**src/sv/spi_tx_command_engine_macros.svh**
```systemverilog
// assertion macros shared by the spi transmit command engine
`ifndef SPI_TX_COMMAND_ENGINE_MACROS_SVH
`define SPI_TX_COMMAND_ENGINE_MACROS_SVH

// same-cycle implication, quiet during reset
`define STCE_ASSERT_IMPL(label, clk, rst, ante, cons) \
  label: assert property (@(posedge clk) disable iff (rst) (ante) |-> (cons)) \
    else $error("stce assertion failed");

// next-cycle implication, quiet during reset
`define STCE_ASSERT_NEXT(label, clk, rst, ante, cons) \
  label: assert property (@(posedge clk) disable iff (rst) (ante) |=> (cons)) \
    else $error("stce assertion failed");

`endif

```
**src/sv/stce_pkg.sv**
```systemverilog
// shared types and constants of the spi transmit command engine
`timescale 1ns / 1ps
package stce_pkg;

  localparam int BUFFER_WORDS_DEF   = 61;
  localparam int MAX_DATA_BYTES_DEF = 1023;

  localparam int CFG_INDEX_W = 1;
  localparam int CFG_DATA_W  = 8;

  localparam logic [CFG_INDEX_W-1:0] CFG_ENGINE_ENABLE = 1'b0;
  localparam logic [CFG_INDEX_W-1:0] CFG_CLOCK_RATE    = 1'b1;

  localparam logic [1:0] FUNC_WRITE = 2'd0;
  localparam logic [1:0] FUNC_READ  = 2'd1;
  localparam logic [1:0] FUNC_TICK  = 2'd2;

  localparam logic [6:0] ADDR_CMD    = 7'h11;
  localparam logic [6:0] ADDR_START  = 7'h13;
  localparam logic [6:0] ADDR_CLEAR  = 7'h1b;
  localparam logic [6:0] ADDR_STATUS = 7'h1c;

  localparam int STATUS_DONE_BIT = 2;
  localparam int STATUS_BUSY_BIT = 14;

  typedef struct packed {
    logic [31:0] read_data;
    logic        buf_hit;
    logic        serial_clock;
    logic        select_n;
    logic        serial_data;
  } result_t;

endpackage

```
**src/sv/stce_if.sv**
```systemverilog
// request and response channel interfaces
`timescale 1ns / 1ps
interface stce_req_if;
  logic        valid;
  logic        ready;
  logic [1:0]  func;
  logic [6:0]  reg_address;
  logic [31:0] write_data;

  modport source (output valid, output func, output reg_address, output write_data,
                  input ready);
  modport sink (input valid, input func, input reg_address, input write_data,
                output ready);
endinterface

interface stce_rsp_if;
  logic        valid;
  logic        ready;
  logic [31:0] read_data;
  logic        serial_clock;
  logic        select_n;
  logic        serial_data;

  modport source (output valid, output read_data, output serial_clock, output select_n,
                  output serial_data, input ready);
  modport sink (input valid, input read_data, input serial_clock, input select_n,
                input serial_data, output ready);
endinterface

```
**src/sv/stce_buffer.sv**
```systemverilog
// data buffer ram: one write port, a bus read port and a word fetch port
`timescale 1ns / 1ps
module stce_buffer #(
  parameter int DEPTH = stce_pkg::BUFFER_WORDS_DEF,
  parameter int AW    = 6
) (
  input  logic          clk,
  input  logic          we,
  input  logic [AW-1:0] waddr,
  input  logic [31:0]   wdata,
  input  logic          rd_en,
  input  logic [AW-1:0] raddr,
  output logic [31:0]   rd_data,
  input  logic [AW-1:0] fetch_addr,
  output logic [31:0]   fetch_data
);
  logic [31:0] mem [DEPTH];

  always_ff @(posedge clk) begin
    if (we) begin
      mem[waddr] <= wdata;
    end
    if (rd_en) begin
      rd_data <= mem[raddr];
    end
    // fetch port follows a write to its own word at once
    if (we && (waddr == fetch_addr)) begin
      fetch_data <= wdata;
    end else begin
      fetch_data <= mem[fetch_addr];
    end
  end
endmodule

```
**src/sv/stce_engine.sv**
```systemverilog
// register file and serial shifter; engine state is updated once per accepted item, the config registers on cfg_we
`timescale 1ns / 1ps
`include "spi_tx_command_engine_macros.svh"
module stce_engine #(
  parameter int BUFFER_WORDS   = stce_pkg::BUFFER_WORDS_DEF,
  parameter int MAX_DATA_BYTES = stce_pkg::MAX_DATA_BYTES_DEF,
  parameter int AW             = 6
) (
  input  logic                             clk,
  input  logic                             rst,
  input  logic                             fire,
  input  logic [1:0]                       func,
  input  logic [6:0]                       reg_address,
  input  logic [31:0]                      write_data,
  input  logic                             cfg_we,
  input  logic [stce_pkg::CFG_INDEX_W-1:0] cfg_index,
  input  logic [stce_pkg::CFG_DATA_W-1:0]  cfg_data,
  input  logic [31:0]                      fetch_word,
  output logic                             buf_we,
  output logic                             buf_rd_en,
  output logic [AW-1:0]                    buf_addr,
  output logic [AW-1:0]                    fetch_addr,
  output stce_pkg::result_t                result
);
  import stce_pkg::*;

  localparam int CAP_INT = (BUFFER_WORDS * 4 < MAX_DATA_BYTES) ?
                           BUFFER_WORDS * 4 : MAX_DATA_BYTES;
  localparam logic [9:0] SEND_CAP = 10'(CAP_INT);
  localparam logic [8:0] DEPTH    = 9'(BUFFER_WORDS);

  logic       engine_enable;
  logic [7:0] clock_rate;
  logic [7:0] command_byte, command_byte_next;
  logic [9:0] data_length, data_length_next;
  logic [7:0] clear_mask, clear_mask_next;
  logic       done, done_next;
  logic       busy, busy_next;
  logic [7:0] shift_byte, shift_byte_next;
  logic [2:0] bit_count, bit_count_next;
  logic [9:0] byte_index, byte_index_next;
  logic [7:0] phase_count, phase_count_next;
  logic       clock_level, clock_level_next;

  logic [9:0]  send_len;
  logic        addr_in_buf;
  logic [7:0]  fetch_byte;
  logic [31:0] reg_read;

  assign addr_in_buf = reg_address[6] && ({3'b000, reg_address[5:0]} < DEPTH);
  assign buf_addr    = AW'(reg_address[5:0]);
  assign fetch_addr  = byte_index[AW+1:2];
  assign buf_we      = fire && (func == FUNC_WRITE) && addr_in_buf;
  assign buf_rd_en   = fire;
  assign send_len    = (data_length < SEND_CAP) ? data_length : SEND_CAP;

  always_comb begin
    case (byte_index[1:0])
      2'd0:    fetch_byte = fetch_word[7:0];
      2'd1:    fetch_byte = fetch_word[15:8];
      2'd2:    fetch_byte = fetch_word[23:16];
      default: fetch_byte = fetch_word[31:24];
    endcase
  end

  always_comb begin
    reg_read = '0;
    case (reg_address)
      ADDR_CMD:    reg_read = {24'd0, command_byte};
      ADDR_START:  reg_read = {20'd0, data_length, 2'b00};
      ADDR_CLEAR:  reg_read = {24'd0, clear_mask};
      ADDR_STATUS: begin
        reg_read[STATUS_DONE_BIT] = done;
        reg_read[STATUS_BUSY_BIT] = busy;
      end
      default:     reg_read = '0;
    endcase
  end

  always_comb begin
    command_byte_next = command_byte;
    data_length_next  = data_length;
    clear_mask_next   = clear_mask;
    done_next         = done;
    busy_next         = busy;
    shift_byte_next   = shift_byte;
    bit_count_next    = bit_count;
    byte_index_next   = byte_index;
    phase_count_next  = phase_count;
    clock_level_next  = clock_level;
    if (fire) begin
      case (func)
        FUNC_WRITE: begin
          if (reg_address == ADDR_CMD) begin
            if (!busy) begin
              command_byte_next = write_data[7:0];
            end
          end else if (reg_address == ADDR_START) begin
            if (!busy) begin
              data_length_next = write_data[11:2];
              if (write_data[0]) begin
                busy_next        = 1'b1;
                done_next        = 1'b0;
                shift_byte_next  = command_byte;
                bit_count_next   = '0;
                byte_index_next  = '0;
                phase_count_next = '0;
                clock_level_next = 1'b0;
              end
            end
          end else if (reg_address == ADDR_CLEAR) begin
            clear_mask_next = write_data[7:0];
            if (write_data[STATUS_DONE_BIT]) begin
              done_next = 1'b0;
            end
          end
        end
        FUNC_TICK: begin
          if (busy && engine_enable) begin
            if (phase_count < clock_rate) begin
              phase_count_next = phase_count + 8'd1;
            end else begin
              phase_count_next = '0;
              if (!clock_level) begin
                clock_level_next = 1'b1;
              end else begin
                // falling edge: move to the next bit or byte, or end the transfer
                clock_level_next = 1'b0;
                if (bit_count == 3'd7) begin
                  bit_count_next = '0;
                  if (byte_index >= send_len) begin
                    busy_next       = 1'b0;
                    done_next       = !clear_mask[STATUS_DONE_BIT];
                    shift_byte_next = '0;
                  end else begin
                    shift_byte_next = fetch_byte;
                    byte_index_next = byte_index + 10'd1;
                  end
                end else begin
                  bit_count_next  = bit_count + 3'd1;
                  shift_byte_next = {shift_byte[6:0], 1'b0};
                end
              end
            end
          end
        end
        default: ;
      endcase
    end
  end

  always_comb begin
    result.buf_hit      = (func == FUNC_READ) && addr_in_buf;
    result.read_data    = ((func == FUNC_READ) && !addr_in_buf) ? reg_read : '0;
    result.serial_clock = clock_level_next;
    result.select_n     = !busy_next;
    result.serial_data  = busy_next && shift_byte_next[7];
  end

  always_ff @(posedge clk) begin
    if (rst) begin
      engine_enable <= 1'b0;
      clock_rate    <= '0;
      command_byte  <= '0;
      data_length   <= '0;
      clear_mask    <= '0;
      done          <= 1'b0;
      busy          <= 1'b0;
      shift_byte    <= '0;
      bit_count     <= '0;
      byte_index    <= '0;
      phase_count   <= '0;
      clock_level   <= 1'b0;
    end else begin
      if (cfg_we) begin
        case (cfg_index)
          CFG_ENGINE_ENABLE: engine_enable <= cfg_data[0];
          CFG_CLOCK_RATE:    clock_rate    <= cfg_data;
          default: ;
        endcase
      end
      command_byte <= command_byte_next;
      data_length  <= data_length_next;
      clear_mask   <= clear_mask_next;
      done         <= done_next;
      busy         <= busy_next;
      shift_byte   <= shift_byte_next;
      bit_count    <= bit_count_next;
      byte_index   <= byte_index_next;
      phase_count  <= phase_count_next;
      clock_level  <= clock_level_next;
    end
  end

  `STCE_ASSERT_IMPL(a_idle_quiet, clk, rst, !busy, (clock_level == 1'b0) && (bit_count == 3'd0))
  `STCE_ASSERT_IMPL(a_done_not_busy, clk, rst, done, !busy)
  `STCE_ASSERT_IMPL(a_index_capped, clk, rst, 1'b1, byte_index <= SEND_CAP)
endmodule

```
**src/sv/stce_result_pipe.sv**
```systemverilog
// two result registers: a working stage and the output stage
`timescale 1ns / 1ps
`include "spi_tx_command_engine_macros.svh"
module stce_result_pipe (
  input  logic              clk,
  input  logic              rst,
  input  logic              req_valid,
  output logic              req_ready,
  output logic              fire,
  input  stce_pkg::result_t result_d,
  input  logic [31:0]       buf_data,
  stce_rsp_if.source        rsp
);
  import stce_pkg::*;

  result_t     stage;
  logic        stage_valid;
  logic        out_valid;
  logic [31:0] out_read_data;
  logic        out_clock;
  logic        out_select_n;
  logic        out_data;
  logic        advance;

  assign advance   = stage_valid && (!out_valid || rsp.ready);
  assign req_ready = !stage_valid || advance;
  assign fire      = req_valid && req_ready;

  always_ff @(posedge clk) begin
    if (rst) begin
      stage_valid <= 1'b0;
      out_valid   <= 1'b0;
    end else begin
      if (fire) begin
        stage_valid <= 1'b1;
      end else if (advance) begin
        stage_valid <= 1'b0;
      end
      if (advance) begin
        out_valid <= 1'b1;
      end else if (rsp.ready) begin
        out_valid <= 1'b0;
      end
    end
    if (fire) begin
      stage <= result_d;
    end
    if (advance) begin
      // buffer word arrives from the ram in the cycle after the item is taken
      out_read_data <= stage.buf_hit ? buf_data : stage.read_data;
      out_clock     <= stage.serial_clock;
      out_select_n  <= stage.select_n;
      out_data      <= stage.serial_data;
    end
  end

  assign rsp.valid        = out_valid;
  assign rsp.read_data    = out_read_data;
  assign rsp.serial_clock = out_clock;
  assign rsp.select_n     = out_select_n;
  assign rsp.serial_data  = out_data;

  `STCE_ASSERT_IMPL(a_full_blocks, clk, rst, stage_valid && out_valid && !rsp.ready, !req_ready)
  `STCE_ASSERT_NEXT(a_stage_moves, clk, rst, stage_valid && !out_valid, out_valid)
  `STCE_ASSERT_NEXT(a_result_held, clk, rst, out_valid && !rsp.ready, out_valid)
endmodule

```
**src/sv/spi_tx_command_engine.sv**
```systemverilog
// top level of the spi transmit command engine
//
//   channel  direction  handshake      payload
//   req      in         valid/ready    func, reg_address, write_data
//   rsp      out        valid/ready    read_data, serial_clock, select_n, serial_data
//   cfg      in         cfg_we only    cfg_index, cfg_data
//
// one item per cycle while rsp takes each result; each result is registered in
// a working stage and then in an output stage, so one more item
// is taken while a result waits on rsp
// the buffer ram read of a bus read lands in the working stage's cycle
// synchronous reset clears the engine state and the valid flags; the buffer ram
// and the data stages keep their contents
`timescale 1ns / 1ps
module spi_tx_command_engine #(
  parameter int BUFFER_WORDS   = stce_pkg::BUFFER_WORDS_DEF,
  parameter int MAX_DATA_BYTES = stce_pkg::MAX_DATA_BYTES_DEF
) (
  input  logic                             clk,
  input  logic                             rst,
  stce_req_if.sink                         req,
  stce_rsp_if.source                       rsp,
  input  logic                             cfg_we,
  input  logic [stce_pkg::CFG_INDEX_W-1:0] cfg_index,
  input  logic [stce_pkg::CFG_DATA_W-1:0]  cfg_data
);
  import stce_pkg::*;

  localparam int AW = (BUFFER_WORDS > 1) ? $clog2(BUFFER_WORDS) : 1;

  logic          fire;
  logic          buf_we;
  logic          buf_rd_en;
  logic [AW-1:0] buf_addr;
  logic [AW-1:0] fetch_addr;
  logic [31:0]   buf_data;
  logic [31:0]   fetch_word;
  result_t       result;

  stce_buffer #(
    .DEPTH (BUFFER_WORDS),
    .AW    (AW)
  ) u_buffer (
    .clk        (clk),
    .we         (buf_we),
    .waddr      (buf_addr),
    .wdata      (req.write_data),
    .rd_en      (buf_rd_en),
    .raddr      (buf_addr),
    .rd_data    (buf_data),
    .fetch_addr (fetch_addr),
    .fetch_data (fetch_word)
  );

  stce_engine #(
    .BUFFER_WORDS   (BUFFER_WORDS),
    .MAX_DATA_BYTES (MAX_DATA_BYTES),
    .AW             (AW)
  ) u_engine (
    .clk         (clk),
    .rst         (rst),
    .fire        (fire),
    .func        (req.func),
    .reg_address (req.reg_address),
    .write_data  (req.write_data),
    .cfg_we      (cfg_we),
    .cfg_index   (cfg_index),
    .cfg_data    (cfg_data),
    .fetch_word  (fetch_word),
    .buf_we      (buf_we),
    .buf_rd_en   (buf_rd_en),
    .buf_addr    (buf_addr),
    .fetch_addr  (fetch_addr),
    .result      (result)
  );

  stce_result_pipe u_pipe (
    .clk       (clk),
    .rst       (rst),
    .req_valid (req.valid),
    .req_ready (req.ready),
    .fire      (fire),
    .result_d  (result),
    .buf_data  (buf_data),
    .rsp       (rsp)
  );
endmodule
```
**src/flat_wrapper.sv**
```systemverilog
// flat-port wrapper written by rule: the top's interface ports become plain ports
module spi_tx_command_engine_flat import stce_pkg::*;
#(
  parameter int BUFFER_WORDS   = stce_pkg::BUFFER_WORDS_DEF,
  parameter int MAX_DATA_BYTES = stce_pkg::MAX_DATA_BYTES_DEF
)
  (clk, rst, cfg_we, cfg_index, cfg_data, req_valid, req_func, req_reg_address, req_write_data, req_ready, rsp_valid, rsp_read_data, rsp_serial_clock, rsp_select_n, rsp_serial_data, rsp_ready);
  stce_req_if req_i ();
  stce_rsp_if rsp_i ();
  input  logic clk;
  input  logic rst;
  input  logic cfg_we;
  input  logic [stce_pkg::CFG_INDEX_W-1:0] cfg_index;
  input  logic [stce_pkg::CFG_DATA_W-1:0] cfg_data;
  input wire logic [$bits(req_i.valid)-1:0] req_valid;
  input wire logic [$bits(req_i.func)-1:0] req_func;
  input wire logic [$bits(req_i.reg_address)-1:0] req_reg_address;
  input wire logic [$bits(req_i.write_data)-1:0] req_write_data;
  output wire logic [$bits(req_i.ready)-1:0] req_ready;
  output wire logic [$bits(rsp_i.valid)-1:0] rsp_valid;
  output wire logic [$bits(rsp_i.read_data)-1:0] rsp_read_data;
  output wire logic [$bits(rsp_i.serial_clock)-1:0] rsp_serial_clock;
  output wire logic [$bits(rsp_i.select_n)-1:0] rsp_select_n;
  output wire logic [$bits(rsp_i.serial_data)-1:0] rsp_serial_data;
  input wire logic [$bits(rsp_i.ready)-1:0] rsp_ready;
  assign req_i.valid = req_valid;
  assign req_i.func = req_func;
  assign req_i.reg_address = req_reg_address;
  assign req_i.write_data = req_write_data;
  assign req_ready = req_i.ready;
  assign rsp_valid = rsp_i.valid;
  assign rsp_read_data = rsp_i.read_data;
  assign rsp_serial_clock = rsp_i.serial_clock;
  assign rsp_select_n = rsp_i.select_n;
  assign rsp_serial_data = rsp_i.serial_data;
  assign rsp_i.ready = rsp_ready;
  spi_tx_command_engine #(.BUFFER_WORDS(BUFFER_WORDS), .MAX_DATA_BYTES(MAX_DATA_BYTES)) u_core (.clk(clk), .rst(rst), .req(req_i), .rsp(rsp_i), .cfg_we(cfg_we), .cfg_index(cfg_index), .cfg_data(cfg_data));
endmodule
```
**config.mk**
```make
export PLATFORM = sky130hd
export DESIGN_NAME = spi_tx_command_engine_flat
export DESIGN_NICKNAME = d
export VERILOG_FILES = /design/src/sv/stce_pkg.sv /design/src/sv/stce_if.sv /design/src/sv/stce_buffer.sv /design/src/sv/stce_engine.sv /design/src/sv/stce_result_pipe.sv /design/src/sv/spi_tx_command_engine.sv /design/src/flat_wrapper.sv
export VERILOG_INCLUDE_DIRS = /design/src /design/src/sv
export SDC_FILE = /design/constraint.sdc
export NUM_CORES = 2
export LEC_CHECK = 0
export ABC_AREA = 0
export BUFFER_PORTS_ARGS = -buffer_cell sky130_fd_sc_hd__buf_2
export CORE_ASPECT_RATIO = 0.8
export CORE_MARGIN = 2
export CORE_UTILIZATION = 55
export DETAILED_ROUTE_END_ITERATION = 10
export GPL_TIMING_DRIVEN = 0
export HOLD_SLACK_MARGIN = 0.12
export PLACE_DENSITY = 0.7
export SLEW_MARGIN = 20
export SYNTH_ARGS = -nofsm -noshare
export SYNTH_HDL_FRONTEND = slang
export SYNTH_HIERARCHICAL = 1
export SYNTH_SLANG_ARGS = --single-unit
```
**constraint.sdc**
```tcl
create_clock -name clk -period 9.2 [get_ports clk]
set_input_delay 0.92 -clock clk [delete_from_list [all_inputs] [get_ports clk]]
set_output_delay 0.92 -clock clk [all_outputs]
set_load 0.005 [all_outputs]
```
Yosys cells after proc, flatten, opt, wreduce, memory -nomap -nowiden
Memories as Yosys holds them, arrays and structs flattened. A register that Yosys moved wholly into a read port is not among the register bits.
Index checks and enable logic that the tools add are counted.
- register bits after elaboration: 140
- memory bits (writable): 1952
- word-level logic and storage cells: 173
- memories: 1
- bitwise logic cells: 4
- eq/ne operators: 23
- $lt $le $gt $ge: 4
- $add $sub $neg: 3
- reductions and logical operators: 31
- mux-type cells: 81
- memory list (name ; depth ; bits a word ; read ports ; clocked after Yosys merged registers in ; wr ports ; line ; RTL):
    u_core.u_buffer.mem ; 61 ; 32 ; 2 ; 2 ; 1 ; stce_buffer.sv:17 ; logic [31:0] mem [DEPTH];
- operator list (kind ; number):
    two-way mux 8 bit ; 16
    two-way mux 10 bit ; 10
    two-way mux 1 bit ; 35
    two-way mux 32 bit ; 1
    one-hot mux 8 bit (2 select lines) ; 2
    equality test 7 x 5 -> 1 bit, second input constant ; 4
    one-hot mux 9 bit (3 select lines) ; 1
    two-way mux 3 bit ; 8
    one-hot mux 8 bit (3 select lines) ; 1
    one-hot mux 10 bit (2 select lines) ; 1
    inequality test 2 bit, second input constant ; 9
    AND reduction 12 bit ; 1
    AND reduction 11 bit ; 1
    adder 10 x 1 -> 10 bit, second input constant ; 1
    greater-or-equal comparator 10 bit ; 1
    < comparator 10 x 8 -> 1 bit, second input constant ; 1
    AND reduction 5 bit ; 2
    logical AND 1 bit ; 9
    AND reduction 9 bit ; 1
    adder 8 x 1 -> 8 bit, second input constant ; 1
    < comparator 8 bit ; 1
    AND reduction 7 bit ; 1
    < comparator 6 bit, second input constant ; 1
    inequality test 3 bit, second input constant ; 2
    other kinds (18) ; 35

Logic depth before layout (Yosys ltp)
- word-level depth: 11
- mapped depth: 15
- depth with buffers taken out: 11

Cells and area by module
Netlist, hierarchy kept.
- modules (own cells, without submodules) (module ; area each (µm²) ; sequential area each (µm²) ; cells each ; times used):
    stce_buffer ; 91422.7 ; 59697.3 ; 4482 ; 1
    stce_engine ; 4375.4 ; 1341.3 ; 530 ; 1
    stce_result_pipe ; 2760.1 ; 2172.1 ; 117 ; 1

Worst setup path after synthesis
Ideal clock, no wire load.
- path kind: input -> register
- from: input port rsp_ready
- to: memory u_core.u_buffer.mem[36][0], enable pin
- data arrival time: 6.259 ns
- required time: 8.687 ns
- library setup time: 0.513 ns
- stages: 6
- path slack: 2.428 ns
- path through: nand3b_1 -> and2_1 -> nand2_1 -> nor2_1 -> nand3_1 -> nor4b_1
- cells in the longest elaborated chain, start to end: 8
- ends and longest elaborated chain (what ; line ; RTL):
    start, declared ; flat_wrapper.sv:25 ; input wire logic [$bits(rsp_i.ready)-1:0] rsp_ready;
    logical OR 1 bit ; stce_result_pipe.sv:25 ; assign advance = stage_valid && (!out_valid || rsp.ready);
    logical AND 1 bit ; stce_result_pipe.sv:25 ;
    logical OR 1 bit ; stce_result_pipe.sv:26 ; assign req_ready = !stage_valid || advance;
    logical AND 1 bit ; stce_result_pipe.sv:27 ; assign fire = req_valid && req_ready;
    net u_core.fire ; spi_tx_command_engine.sv:31 ; logic fire;
    logical AND 1 bit (2 in series) ; stce_engine.sv:53 ; assign buf_we = fire && (func == FUNC_WRITE) && addr_in_buf;
    net u_core.buf_we ; spi_tx_command_engine.sv:32 ; logic buf_we;
    two-way mux 1 bit ; stce_buffer.sv:20 ; if (we) begin
    two-way mux 1 bit (not written as such) ; stce_buffer.sv:21 ; mem[waddr] <= wdata;
    end, declared ; stce_buffer.sv:17 ;
The timed path passes the listed nets, and every way through them passes these cells.

==> out/results.txt <==
status: completed
Simple-Gate Fraction of Synth Area: 2.09%
Post-route DRC: 0
largest net degree at the start of global routing: 66
synthesized flop and latch total: 2130
vias: 62300
post-CTS setup buffer count: 0
Final Max Slew Viols: 0
detailed-placement wirelength estimate: 260 mm
nets: 5645
CTS tree: built
Yosys cell types: 74
cts repair resizes: 0
vias per inst: 7.66
Int Power: 16000 µW
layout cells sized above 1: 32.7%
Gate power share: 5.9%
Final period util: 60.6%
CP Max Fanout: 11
area grow syn2layout: 13.6%
Synth Area in Compound Gates: 4.49%
area post-placement: 0.105 mm²
Avg Cell Area, Syn: 19.2 µm²
commonest non-fill, non-tap cell in the layout: edfxtp_1
switching portion of total power: 22.4%
Final Critical Period: 5.58 ns
Slew headroom: 3.31%
Clk pin slew, worst setup/hold paths: 0.06 ns
Num CTS Buffers: 206
most frequent cells in the layout: 2055 x edfxtp_1, 914 x mux4_2, 429 x mux2i_1, 211 x clkbuf_16, 210 x buf_2
first-pass GRT wire length: 481 mm
initial antenna violation count: 41
post-route design area: 0.112 mm²
port bufs: 89
gr ovfl total: 0
WL/cell: 44.2 µm
Syn. warnings: 6
worst path arrival time: 5.97 ns
Synth Cell Area: 0.0986 mm²
fmax: 179 MHz
CTS H-Tree Depth: 4
core region area: 0.178 mm²
max-cap violation count: 0
Die W: 477 µm
top_reg_cell synth: edfxtp_1
row cnt: 138
post-synthesis sequential area ratio: 64.1%
final hold vios: 0
Leakage Power: 0.0349 µW
Max Clock Skew: 0.0388 ns
Switch Pwr: 4620 µW
# setup viols final: 0
clock power share: 42.3%
crit path kind: input pin to flip-flop
pre-CTS WS: 3.51 ns
DRT Wirelength: 359 mm
post-route ant nets: 0
startpoint types: input pin
unrepaired setup endpoints after global routing: no
xor and xnor fraction of the mapped netlist area: 0.0622%
Hold Crit Class: input pin to flip-flop
final setup margin: 3.62 ns
clk_lat worst skew: 0.87 ns
Worst Tran Pin Value: 1.44 ns
post-synthesis cell count: 5129
Die Ht: 383 µm
Clock Sinks: 2130
RePlAce Congestion: 1.11
root buffer cell: clkbuf_16
EDFF count, synth: 2055
Hold Buf Count CTS: 0
number of global-route vias before repair: 57800
First-pass DRT Iterations: 8
Initial Util: 55.5%
share of power burned in registers: 51.8%
die area: 0.183 mm²
multiplexer area fraction after synthesis: 26.5%
Pwr Density: 184 mW/mm²
GRT Total Usage: 39.1%
CTS max path bufs: 3
worst hold slack: 0.260 ns
Post-Synth Adder-Cell Area: 0.305%
Initial DRC Count: 12600
IO Pins: 92
Async SR Flop Fraction: 0%
Worst Path Required: 9.60 ns
Max VDD drop: 0.000219 V
largest family of logic cells by synthesized area: multiplexers
Worst setup EP type: flip-flop
## critical path, stage by stage
cell and delay, ns:
buf_2 0.21, buf_4 0.24, buf_2 0.49, buf_2 0.46, buf_2 0.67, buf_2 0.58
mux2i_1 0.58, o22ai_1 0.27, nor2_1 0.78, o21ai_1 0.71
## cell usage after synthesis (15+ instances only)
library cell | n | share of area, %
a21oi_1 | 36 | 0.18
a221oi_1 | 90 | 0.80
a22oi_1 | 59 | 0.45
buf_1 | 29 | 0.11
buf_2 | 143 | 0.73
buf_4 | 82 | 0.62
buf_6 | 15 | 0.17
clkbuf_1 | 165 | 0.63
dfxtp_1 | 75 | 1.5
edfxtp_1 | 2055 | 63
ha_1 | 24 | 0.30
inv_1 | 21 | 0.080
mux2_2 | 71 | 0.81
mux2_4 | 30 | 0.46
mux2i_1 | 429 | 4.4
mux4_2 | 914 | 21
nand2_1 | 98 | 0.37
nand2b_1 | 19 | 0.12
nand3_1 | 35 | 0.18
nor2_1 | 194 | 0.74
o211a_1 | 54 | 0.55
o211ai_1 | 46 | 0.35
o21ai_0 | 132 | 0.67
o21ai_1 | 30 | 0.15
o221ai_1 | 15 | 0.13
o22ai_1 | 93 | 0.59
## sequential cells by signal, indices dropped and copies added, names as in the netlist, 8 cells and up, named ones only
| name | count |
|---|---|
| u_core/u_buffer/mem | 1952 |
| u_core/u_pipe/stage | 36 |
| u_core/u_buffer/rd_data | 32 |
| u_core/u_pipe/rsp.read_data | 32 |
| u_core/u_engine/byte_index | 10 |
| u_core/u_engine/data_length | 10 |
| u_core/u_engine/clear_mask | 8 |
| u_core/u_engine/clock_rate | 8 |
| u_core/u_engine/command_byte | 8 |
| u_core/u_engine/phase_count | 8 |
| u_core/u_engine/shift_byte | 8 |
## metal layers
layer  up-vias  part of all wire, %  GRT usage (%)
li1      22800                    -              -
met1     32400                   34           53.1
met2      6077                   40           52.2
met3       981                   20           21.1
met4        22                  5.3           16.2
met5         -                 0.18           2.00
## stage by stage
step           instances  power [µW]  TNS (ns)  util, %
4_1_cts             8120       20600         0     63.0
6_report            8135       20600         0     63.1
5_1_grt             8124       21000         0     63.1
3_5_place_dp        7737       12000         0     59.2
2_1_floorplan       5148       11400         0        -
3_3_place_gp        7617       12000   -155.99     57.5
## worst paths after layout
| path | slack [ns] | from | endpoint | cells past startpoint |
|---|---|---|---|---|
| setup / recovery | 3.62 | req_reg_address[2] | u_core/u_buffer/rd_data[7] | 10 |
| hold / removal | 0.26 | rst | u_core/u_pipe/stage_valid | 2 |
| setup reg to reg | 3.67 | flip-flop | u_core/u_pipe/stage[0] | 12 |
| hold reg to reg | 0.42 | u_core/u_pipe/stage[1] | u_core/u_pipe/rsp.select_n | 0 |
## layout make-up
| type | instances | area, µm² |
|---|---|---|
| Sequential cell | 2130 | 63200 |
| Clock buffer | 250 | 5440 |
| Tap cell | 2380 | 2980 |
| Antenna cell | 14 | 35.0 |
| Timing Repair Buffer | 210 | 2940 |
| Buffer | 437 | 2300 |
| Multi-Input combinational cell | 2559 | 33600 |
| Inverter | 22 | 82.6 |
| Fill cell | 12300 | 65500 |
| Clock inverter | 133 | 1440 |
## cell families after synthesis
kind of cell	count (synthesis)
muxes	1444
AOI/OAI and AO/OA	617
buffers and inverters	459
DFF	2130
other	2
adders and majority gates	24
xor gates and xnor gates	7
and+or+nand+nor	446
## power by group through the flow
stage | Clock [µW] | Sequential, µW | Combinational (µW)
4_1_cts | 8760 | 10700 | 1150
6_report | 8720 | 10700 | 1230
3_3_place_gp | 0 | 10900 | 1090
5_1_grt | 9130 | 10700 | 1220
3_5_place_dp | 0 | 10900 | 1150
2_1_floorplan | 0 | 10900 | 537
(Power assumes the default switching activity.)
